[config.mk]
export PLATFORM = sky130hd
export DESIGN_NAME = matrix_multiply_engine_core
export DESIGN_NICKNAME = d
export VERILOG_FILES = /design/src/rtl/core/mme_pkg.sv /design/src/rtl/core/mme_mac.sv /design/src/rtl/core/matrix_multiply_engine_core.sv
export SDC_FILE = /design/constraint.sdc
export NUM_CORES = 2
export LEC_CHECK = 0
export CORE_UTILIZATION = 60
export DETAILED_ROUTE_END_ITERATION = 7
export DONT_BUFFER_PORTS = 1
export GPL_TIMING_DRIVEN = 0
export PLACE_DENSITY = 0.72
export SLEW_MARGIN = 10
export SYNTH_ARGS = -nofsm -noshare
export SYNTH_HDL_FRONTEND = slang
export SYNTH_SLANG_ARGS = --single-unit
export TNS_END_PERCENT = 5
[constraint.sdc]
create_clock -name clock -period 10.55 [get_ports clock]
set_input_delay 1.5825 -clock clock [delete_from_list [all_inputs] [get_ports clock]]
set_output_delay 1.5825 -clock clock [all_outputs]
set_load 0.1 [all_outputs]
[src/rtl/core/mme_pkg.sv]
// Shared widths, codes, types and helpers for the matrix multiply engine.
package mme_pkg;

   localparam int MAX_DIM   = 8;
   localparam int FRAC_BITS = 8;

   localparam int OP_W    = 2;
   localparam int IDX_W   = 3;
   localparam int ELEM_W  = 16;
   localparam int CSR_W   = 4;
   localparam int CSR_IDX_W = 2;
   localparam int DEPTH   = MAX_DIM * MAX_DIM;
   localparam int ADDR_W  = $clog2(DEPTH);
   localparam int PROD_W  = 2 * ELEM_W;
   localparam int ACC_W   = PROD_W + $clog2(MAX_DIM) + 1;

   localparam logic [CSR_W-1:0] MAX_DIM_V  = CSR_W'(MAX_DIM);
   localparam logic [CSR_W-1:0] CFG_RESET  = 4'd8;
   localparam logic signed [ACC_W-1:0] ROUND_HALF = ACC_W'((1 << FRAC_BITS) >> 1);
   localparam logic signed [ACC_W-1:0] SAT_HI = ACC_W'(32767);
   localparam logic signed [ACC_W-1:0] SAT_LO = -ACC_W'(32768);

   typedef enum logic [OP_W-1:0] {
      OP_LOAD_A  = 2'd0,
      OP_LOAD_B  = 2'd1,
      OP_COMPUTE = 2'd2
   } op_type;

   typedef enum logic [CSR_IDX_W-1:0] {
      CSR_ROWS_A = 2'd0,
      CSR_COLS_A = 2'd1,
      CSR_ROWS_B = 2'd2,
      CSR_COLS_B = 2'd3
   } csr_idx_type;

   typedef enum logic [3:0] {
      ST_IDLE   = 4'b0001,
      ST_FETCH  = 4'b0010,
      ST_DRAIN  = 4'b0100,
      ST_OUTPUT = 4'b1000
   } state_type;

   // Tags that travel with each term through the multiply-accumulate pipeline.
   typedef struct packed {
      logic valid;
      logic first;
      logic last;
   } mac_ctl_type;

   function automatic logic [CSR_W-1:0] eff_dim(input logic [CSR_W-1:0] v);
      logic [CSR_W-1:0] r;
      r = v;
      if (v == '0) r = CSR_W'(1);
      else if (v > MAX_DIM_V) r = MAX_DIM_V;
      return r;
   endfunction

   function automatic logic [ADDR_W-1:0] elem_addr(input logic [IDX_W-1:0] row,
                                                   input logic [IDX_W-1:0] col);
      return ADDR_W'(ADDR_W'(row) * ADDR_W'(MAX_DIM) + ADDR_W'(col));
   endfunction

endpackage

[src/rtl/core/mme_mac.sv]
// Shared multiply-accumulate unit with rounding and saturation of the sum.
module mme_mac (
   input  logic                                clock,
   input  logic                                reset,
   input  mme_pkg::mac_ctl_type                mac_ctl,
   input  logic signed [mme_pkg::ELEM_W-1:0]   a_data,
   input  logic signed [mme_pkg::ELEM_W-1:0]   b_data,
   output logic signed [mme_pkg::ELEM_W-1:0]   sum_value,
   output logic                                sum_done
);
   import mme_pkg::*;

   mac_ctl_type               prod_ctl_ff;
   logic signed [PROD_W-1:0]  prod_ff;
   logic signed [PROD_W-1:0]  prod_in;
   logic signed [ACC_W-1:0]   acc_ff;
   logic signed [ACC_W-1:0]   acc_in;
   logic                      done_ff;
   logic                      done_in;
   logic signed [ACC_W-1:0]   rounded;
   logic signed [ACC_W-1:0]   shifted;

   assign prod_in = PROD_W'(a_data) * PROD_W'(b_data);
   assign acc_in  = prod_ctl_ff.first ? ACC_W'(prod_ff) : acc_ff + ACC_W'(prod_ff);
   assign done_in = prod_ctl_ff.valid && prod_ctl_ff.last;

   always_ff @(posedge clock) begin
      if (reset) begin
         prod_ctl_ff <= '0;
         done_ff     <= 1'b0;
      end else begin
         prod_ctl_ff <= mac_ctl;
         done_ff     <= done_in;
      end
   end

   always_ff @(posedge clock) begin
      prod_ff <= prod_in;
      if (prod_ctl_ff.valid) begin
         acc_ff <= acc_in;
      end
   end

   // Round to nearest with ties upward: add half an LSB, then floor.
   always_comb begin
      rounded = acc_ff + ROUND_HALF;
      shifted = rounded >>> FRAC_BITS;
      if (shifted > SAT_HI) sum_value = SAT_HI[ELEM_W-1:0];
      else if (shifted < SAT_LO) sum_value = SAT_LO[ELEM_W-1:0];
      else sum_value = shifted[ELEM_W-1:0];
   end

   assign sum_done = done_ff;

endmodule

[src/rtl/core/matrix_multiply_engine_core.sv]
// Top level of the matrix multiply engine: element stores, sequencer and result register.
// Load requests write one element of A or B. A compute request
// checks that the columns of A match the rows of B and then produces rows_a * cols_b
// results in row-major order, each the dot product over the inner dimension K,
// rounded to Q8.8 and saturated. For each result, K element pairs are read through
// the single read port of each element store into one shared multiply-accumulate
// unit; the sum then drains through the read, product and accumulate registers and
// is loaded into the result register. A dimension mismatch loads one error result,
// marked last, from the output state. No request is taken while a compute runs.
// Both stores read as zero after reset until an element is loaded.
module matrix_multiply_engine_core (
   input  logic                               clock,
   input  logic                               reset,
   input  logic                               req_valid,
   output logic                               req_stall,
   input  logic [mme_pkg::OP_W-1:0]           req_operation,
   input  logic [mme_pkg::IDX_W-1:0]          req_elem_row,
   input  logic [mme_pkg::IDX_W-1:0]          req_elem_col,
   input  logic signed [mme_pkg::ELEM_W-1:0]  req_elem_value,
   output logic                               rsp_valid,
   input  logic                               rsp_stall,
   output logic signed [mme_pkg::ELEM_W-1:0]  rsp_product_value,
   output logic [mme_pkg::IDX_W-1:0]          rsp_out_row,
   output logic [mme_pkg::IDX_W-1:0]          rsp_out_col,
   output logic                               rsp_dim_error,
   output logic                               rsp_last_result,
   input  logic                               csr_write_enable,
   input  logic [mme_pkg::CSR_IDX_W-1:0]      csr_index,
   input  logic [mme_pkg::CSR_W-1:0]          csr_write_data
);
   import mme_pkg::*;

   logic [CSR_W-1:0]          rows_a_ff, cols_a_ff, rows_b_ff, cols_b_ff;
   logic [CSR_W-1:0]          ra_eff, ca_eff, rb_eff, cb_eff;

   logic [ELEM_W-1:0]         mem_a [DEPTH];
   logic [ELEM_W-1:0]         mem_b [DEPTH];
   logic [DEPTH-1:0]          vld_a_ff, vld_b_ff;
   logic [ELEM_W-1:0]         rd_a_ff, rd_b_ff;
   logic                      rd_vld_a_ff, rd_vld_b_ff;
   mac_ctl_type               rd_ctl_ff;
   mac_ctl_type               rd_ctl_in;

   state_type                 state_ff, state_in;
   logic [IDX_W-1:0]          h_ff, h_in, i_ff, i_in, j_ff, j_in;
   logic                      err_ff, err_in;

   logic                      req_accept;
   logic                      load_ok;
   logic [ADDR_W-1:0]         wr_addr;
   logic [ADDR_W-1:0]         rd_addr_a, rd_addr_b;
   logic                      fetch_last;
   logic                      row_last, col_last;

   logic signed [ELEM_W-1:0]  a_data, b_data;
   logic signed [ELEM_W-1:0]  sum_value;
   logic                      sum_done;

   logic                      out_free;
   logic                      out_load;
   logic                      rsp_valid_ff, rsp_valid_in;
   logic signed [ELEM_W-1:0]  rsp_value_ff;
   logic [IDX_W-1:0]          rsp_row_ff, rsp_col_ff;
   logic                      rsp_err_ff, rsp_last_ff;

   assign ra_eff = eff_dim(rows_a_ff);
   assign ca_eff = eff_dim(cols_a_ff);
   assign rb_eff = eff_dim(rows_b_ff);
   assign cb_eff = eff_dim(cols_b_ff);

   // Configuration registers.
   always_ff @(posedge clock) begin
      if (reset) begin
         rows_a_ff <= CFG_RESET;
         cols_a_ff <= CFG_RESET;
         rows_b_ff <= CFG_RESET;
         cols_b_ff <= CFG_RESET;
      end else if (csr_write_enable) begin
         unique case (csr_idx_type'(csr_index))
            CSR_ROWS_A: rows_a_ff <= csr_write_data;
            CSR_COLS_A: cols_a_ff <= csr_write_data;
            CSR_ROWS_B: rows_b_ff <= csr_write_data;
            CSR_COLS_B: cols_b_ff <= csr_write_data;
            default: ;
         endcase
      end
   end

   assign req_stall  = (state_ff != ST_IDLE);
   assign req_accept = req_valid && !req_stall;
   assign load_ok    = ({1'b0, req_elem_row} < MAX_DIM_V) && ({1'b0, req_elem_col} < MAX_DIM_V);
   assign wr_addr    = elem_addr(req_elem_row, req_elem_col);
   assign rd_addr_a  = elem_addr(h_ff, j_ff);
   assign rd_addr_b  = elem_addr(j_ff, i_ff);
   assign fetch_last = ({1'b0, j_ff} + CSR_W'(1)) == ca_eff;
   assign row_last   = ({1'b0, h_ff} + CSR_W'(1)) == ra_eff;
   assign col_last   = ({1'b0, i_ff} + CSR_W'(1)) == cb_eff;

   // Element stores; an entry never loaded since reset reads as zero.
   always_ff @(posedge clock) begin
      if (req_accept && load_ok && (op_type'(req_operation) == OP_LOAD_A)) begin
         mem_a[wr_addr] <= req_elem_value;
      end
      if (req_accept && load_ok && (op_type'(req_operation) == OP_LOAD_B)) begin
         mem_b[wr_addr] <= req_elem_value;
      end
      if (state_ff == ST_FETCH) begin
         rd_a_ff     <= mem_a[rd_addr_a];
         rd_b_ff     <= mem_b[rd_addr_b];
         rd_vld_a_ff <= vld_a_ff[rd_addr_a];
         rd_vld_b_ff <= vld_b_ff[rd_addr_b];
      end
   end

   always_ff @(posedge clock) begin
      if (reset) begin
         vld_a_ff <= '0;
         vld_b_ff <= '0;
      end else if (req_accept && load_ok) begin
         if (op_type'(req_operation) == OP_LOAD_A) vld_a_ff[wr_addr] <= 1'b1;
         if (op_type'(req_operation) == OP_LOAD_B) vld_b_ff[wr_addr] <= 1'b1;
      end
   end

   assign a_data = rd_vld_a_ff ? rd_a_ff : '0;
   assign b_data = rd_vld_b_ff ? rd_b_ff : '0;

   always_comb begin
      rd_ctl_in.valid = (state_ff == ST_FETCH);
      rd_ctl_in.first = (j_ff == '0);
      rd_ctl_in.last  = fetch_last;
   end

   mme_mac u_mac (
      .clock     (clock),
      .reset     (reset),
      .mac_ctl   (rd_ctl_ff),
      .a_data    (a_data),
      .b_data    (b_data),
      .sum_value (sum_value),
      .sum_done  (sum_done)
   );

   assign out_free = !rsp_valid_ff || !rsp_stall;
   assign out_load = (state_ff == ST_OUTPUT) && out_free;

   // Sequencer: walk h (rows of A), i (columns of B), j (inner dimension).
   always_comb begin
      state_in = state_ff;
      h_in     = h_ff;
      i_in     = i_ff;
      j_in     = j_ff;
      err_in   = err_ff;
      unique case (state_ff)
         ST_IDLE: begin
            if (req_accept && (op_type'(req_operation) == OP_COMPUTE)) begin
               h_in   = '0;
               i_in   = '0;
               j_in   = '0;
               err_in = (ca_eff != rb_eff);
               state_in = (ca_eff != rb_eff) ? ST_OUTPUT : ST_FETCH;
            end
         end
         ST_FETCH: begin
            if (fetch_last) begin
               state_in = ST_DRAIN;
            end else begin
               j_in = j_ff + IDX_W'(1);
            end
         end
         ST_DRAIN: begin
            if (sum_done) begin
               state_in = ST_OUTPUT;
            end
         end
         ST_OUTPUT: begin
            if (out_free) begin
               j_in = '0;
               if (err_ff || (row_last && col_last)) begin
                  state_in = ST_IDLE;
               end else begin
                  state_in = ST_FETCH;
                  if (col_last) begin
                     i_in = '0;
                     h_in = h_ff + IDX_W'(1);
                  end else begin
                     i_in = i_ff + IDX_W'(1);
                  end
               end
            end
         end
         default: state_in = ST_IDLE;
      endcase
   end

   always_ff @(posedge clock) begin
      if (reset) begin
         state_ff  <= ST_IDLE;
         rd_ctl_ff <= '0;
      end else begin
         state_ff  <= state_in;
         rd_ctl_ff <= rd_ctl_in;
      end
   end

   always_ff @(posedge clock) begin
      h_ff   <= h_in;
      i_ff   <= i_in;
      j_ff   <= j_in;
      err_ff <= err_in;
   end

   // Result register.
   assign rsp_valid_in = out_load || (rsp_valid_ff && rsp_stall);

   always_ff @(posedge clock) begin
      if (reset) begin
         rsp_valid_ff <= 1'b0;
      end else begin
         rsp_valid_ff <= rsp_valid_in;
      end
   end

   always_ff @(posedge clock) begin
      if (out_load) begin
         rsp_value_ff <= err_ff ? '0 : sum_value;
         rsp_row_ff   <= err_ff ? '0 : h_ff;
         rsp_col_ff   <= err_ff ? '0 : i_ff;
         rsp_err_ff   <= err_ff;
         rsp_last_ff  <= err_ff || (row_last && col_last);
      end
   end

   assign rsp_valid         = rsp_valid_ff;
   assign rsp_product_value = rsp_value_ff;
   assign rsp_out_row       = rsp_row_ff;
   assign rsp_out_col       = rsp_col_ff;
   assign rsp_dim_error     = rsp_err_ff;
   assign rsp_last_result   = rsp_last_ff;

`ifndef SYNTHESIS
   a_err_result_form: assert property (@(posedge clock) disable iff (reset)
      rsp_valid && rsp_dim_error |-> rsp_last_result && (rsp_product_value == '0))
      else $error("error result is not a lone zero result");

   a_done_in_drain: assert property (@(posedge clock) disable iff (reset)
      sum_done |-> (state_ff == ST_DRAIN))
      else $error("accumulator finished outside the drain phase");

   a_row_in_range: assert property (@(posedge clock) disable iff (reset)
      rsp_valid && !rsp_dim_error |-> ({1'b0, rsp_out_row} < ra_eff))
      else $error("result row beyond the rows of A");
`endif

endmodule
==> flow_metrics.env <==
export IMPL_finalPower_uw=26600
export IMPL_synth_seq_cells=2340
export IMPL_wl_per_cell_um=29.9
export IMPL_grt_total_usage_pct=31.4
export IMPL_antenna_found_initial=7
export IMPL_cts_max_level=4
export IMPL_cts_setup_buffers=0
export IMPL_power_leakage_uw=0.0385
export IMPL_synth_xor_xnor_area_share_pct=0.711
export IMPL_synth_top_family_by_area="multiplexers"
export IMPL_finalSetupTns_ns=0
export IMPL_slew_headroom_pct=3.92
export IMPL_setup_viol=0
export IMPL_final_common_cell="edfxtp_1"
export IMPL_hold_buffers=0
export IMPL_cp_required_ns=11.31
export IMPL_routabilityCongestion=0.949
export IMPL_ir_worst_vdd_uv=207
export IMPL_synth_fa_ha_area_share_pct=6.68
export IMPL_clkSlewWorstSetupHoldPaths_ns=0.07
export IMPL_grt_first_pass_wirelength_mm=383
export IMPL_max_cap_violations=0
export IMPL_syn_nets=6455
export IMPL_crit_arrival_ns=8.67
export IMPL_place_hpwl_mm=176
export IMPL_cts_tree="yes"
export IMPL_die_x_um=414
export IMPL_async_reset_ff_share_pct=0
export IMPL_cts_buffers=223
export IMPL_synth_area_mux_share_pct=13.7
export IMPL_layout_drive_gt1_share_pct=17.4
export IMPL_worst_pin_slew_ns=1.44
export IMPL_io_buffers=0
export IMPL_outcome="finished clean"
export IMPL_start_util_pct=60.6
export IMPL_firstDrtPassIters=6
export IMPL_synth_cells=6035
export IMPL_cp_max_fo=10
export IMPL_clock_path_buffers=3
export IMPL_finalHoldViolCount=0
export IMPL_ant_nets=0
export IMPL_syn_avg_cell_area_um2=16.9
export IMPL_period_minus_slack_ns=7.91
export IMPL_drtIter0Drc=7965
export IMPL_synth_compound_area_share_pct=4.05
export IMPL_synth_simple_gate_area_share_pct=5.24
export IMPL_fmax_mhz=126
export IMPL_grt_overflow=0
export IMPL_via_per_inst=6.51
export IMPL_cts_resized=0
export IMPL_drc=0
export IMPL_fin_nets=6804
export IMPL_synth_edff_count=2152
export IMPL_die_h_um=414
export IMPL_hold_class="reg -> reg"
export IMPL_synth_ff_type="edfxtp_1"
export IMPL_clock_skew_ns=0.0434
export IMPL_core_mm2=0.168
export IMPL_dr_total_vias=57200
export IMPL_grt_max_degree=129
export IMPL_grt_pass1_vias=56500
export IMPL_ys_seq_area_share_pct=67.2
export IMPL_dieArea_mm2=0.171
export IMPL_routed_wl_mm=263
export IMPL_ys_types=82
export IMPL_fin_crit_sh_pct=75.0
export IMPL_area_delta_synth_final_pct=12.0
export IMPL_powerDensity_mw_per_mm2=234
export IMPL_final_cell_mix="2152 x edfxtp_1, 493 x mux4_2, 475 x nor2_1"
export IMPL_rsz0062_at_grt="false"
export IMPL_cts_num_sinks=2340
export IMPL_synth_area_mm2=0.102
export IMPL_clk_latency_ns=0.89
export IMPL_drv_slew=0
export IMPL_yosysWarnings=0
export IMPL_critPathCaptureType="flip-flop"
export IMPL_critical_path_class="reg -> reg"
export IMPL_rows=150
export IMPL_ios=61
export IMPL_clock_root_buffer="clkbuf_16"
export IMPL_crit_path_start_kind="flip-flop"
per-stage QoR:
step | instances | area [µm²] | hold slack [ns] | util (%) | worst slack [ns]
after floorplan | 6035 | 102000 | 0.395 | - | 4.32
final | 8781 | 114000 | 0.421 | 67.9 | 2.64
after CTS | 8779 | 114000 | 0.419 | 67.9 | 2.77
after global routing | 8779 | 114000 | 0.434 | 67.9 | 2.13
after global placement | 8239 | 104000 | 0.403 | 62.3 | 2.81
after detailed placement | 8363 | 107000 | 0.411 | 63.6 | 2.86
registers in the layout, indices dropped and copies added, names as in the netlist, 16 cells and up:
register,cells
rd_b_ff,16
mem_b,1024
mem_a,1024
vld_b_ff,64
rd_a_ff,16
u_mac.prod_ff,32
vld_a_ff,64
rsp_product_value,16
u_mac.acc_ff,36
worst paths after layout:
check | start | end | slack, ns | depth (start not counted)
setup / recovery | rd_vld_b_ff$_DFFE_PP_ | u_mac.prod_ff[31]$_DFF_P_ | 2.64 | 24
hold / removal | u_mac.prod_ctl_ff[0]$_SDFF_PP0_ | u_mac.sum_done$_SDFF_PP0_ | 0.42 | 2
setup reg to reg | rd_vld_b_ff$_DFFE_PP_ | u_mac.prod_ff[31]$_DFF_P_ | 2.64 | 24
hold reg to reg | u_mac.prod_ctl_ff[0]$_SDFF_PP0_ | u_mac.sum_done$_SDFF_PP0_ | 0.42 | 2
kinds of logic (layout without fill, tap and decap cells):
kind of cell             after synthesis  in the layout
AO/OA/AOI/OAI                        603            603
XOR/XNOR                              81             81
adder cells (fa/ha/maj)              385            385
buffers and inverters                626           1166
flip-flops                          2340           2340
multiplexers                         779            779
other                                  0              2
AND/OR/NAND/NOR                     1221           1221
power breakdown:
| part | total [µW] | internal, µW | switching, µW |
|---|---|---|---|
| sequential | 10400 | 10300 | 85.2 |
| clock | 7950 | 4430 | 3520 |
| combinational | 8310 | 3220 | 5090 |
Yosys cell counts (all sizes together) (11+ instances only):
cell type  instances  share of area [%]
a21oi            140               0.69
a211oi            29               0.21
dfxtp            188                3.7
nor3              29               0.14
and3              19               0.12
and2              36               0.22
xnor2             40               0.34
fa               263                5.2
o221ai           137                1.2
mux4             493                 11
o211ai            11              0.081
mux2i            284                2.8
o21ai             70               0.35
a21o              19               0.14
buf               84               0.38
o22ai             73               0.45
nor2b             31               0.19
a31oi             30               0.18
nand4             15              0.098
nand3             46               0.23
o21a              18               0.13
nor3b             15               0.11
nand2            345                1.3
o21bai            17               0.13
ha               122                1.5
xor2              40               0.34
edfxtp          2152                 64
inv              318                1.2
clkbuf           223               0.82
nor2             603                2.2
cell type report:
class	count	area (µm²)
inverters	319	1200
multi-input cells	3069	31300
clock buffers	303	6010
plain buffers	307	1220
diodes	2	5.00
well taps	2204	2760
fillers	10800	53800
flip-flops and latches	2340	68400
repair buffers	124	1850
clock inverters	113	1240
layer usage:
| layer | vias up | global-route usage [%] | part of all wire, % |
|---|---|---|---|
| met5 | - | 0 | 0.022 |
| met4 | 8 | 14.0 | 5.0 |
| met3 | 566 | 7.31 | 11 |
| met2 | 3319 | 46.9 | 46 |
| met1 | 29300 | 44.6 | 38 |
| li1 | 24000 | - | - |
worst max-delay path, cell delays in order, from the launching register on:
cell      delay, ns
edfxtp_1       0.34
clkbuf_1       0.30
and2_1         0.35
clkbuf_1       0.52
nand2_1        0.16
fa_1           0.57
inv_1          0.06
fa_1           0.54
inv_1          0.08
fa_1           0.56
inv_1          0.06
fa_1           0.45
fa_1           0.49
inv_1          0.05
fa_1           0.47
inv_1          0.04
ha_1           0.36
a211oi_1       0.34
o21ai_0        0.14
a22oi_1        0.36
a21oi_1        0.16
o21ai_0        0.57
a21boi_0       0.30
or2_2          0.37
o211ai_1       0.21
No activity file was read; power rests on OpenSTA's default activity.
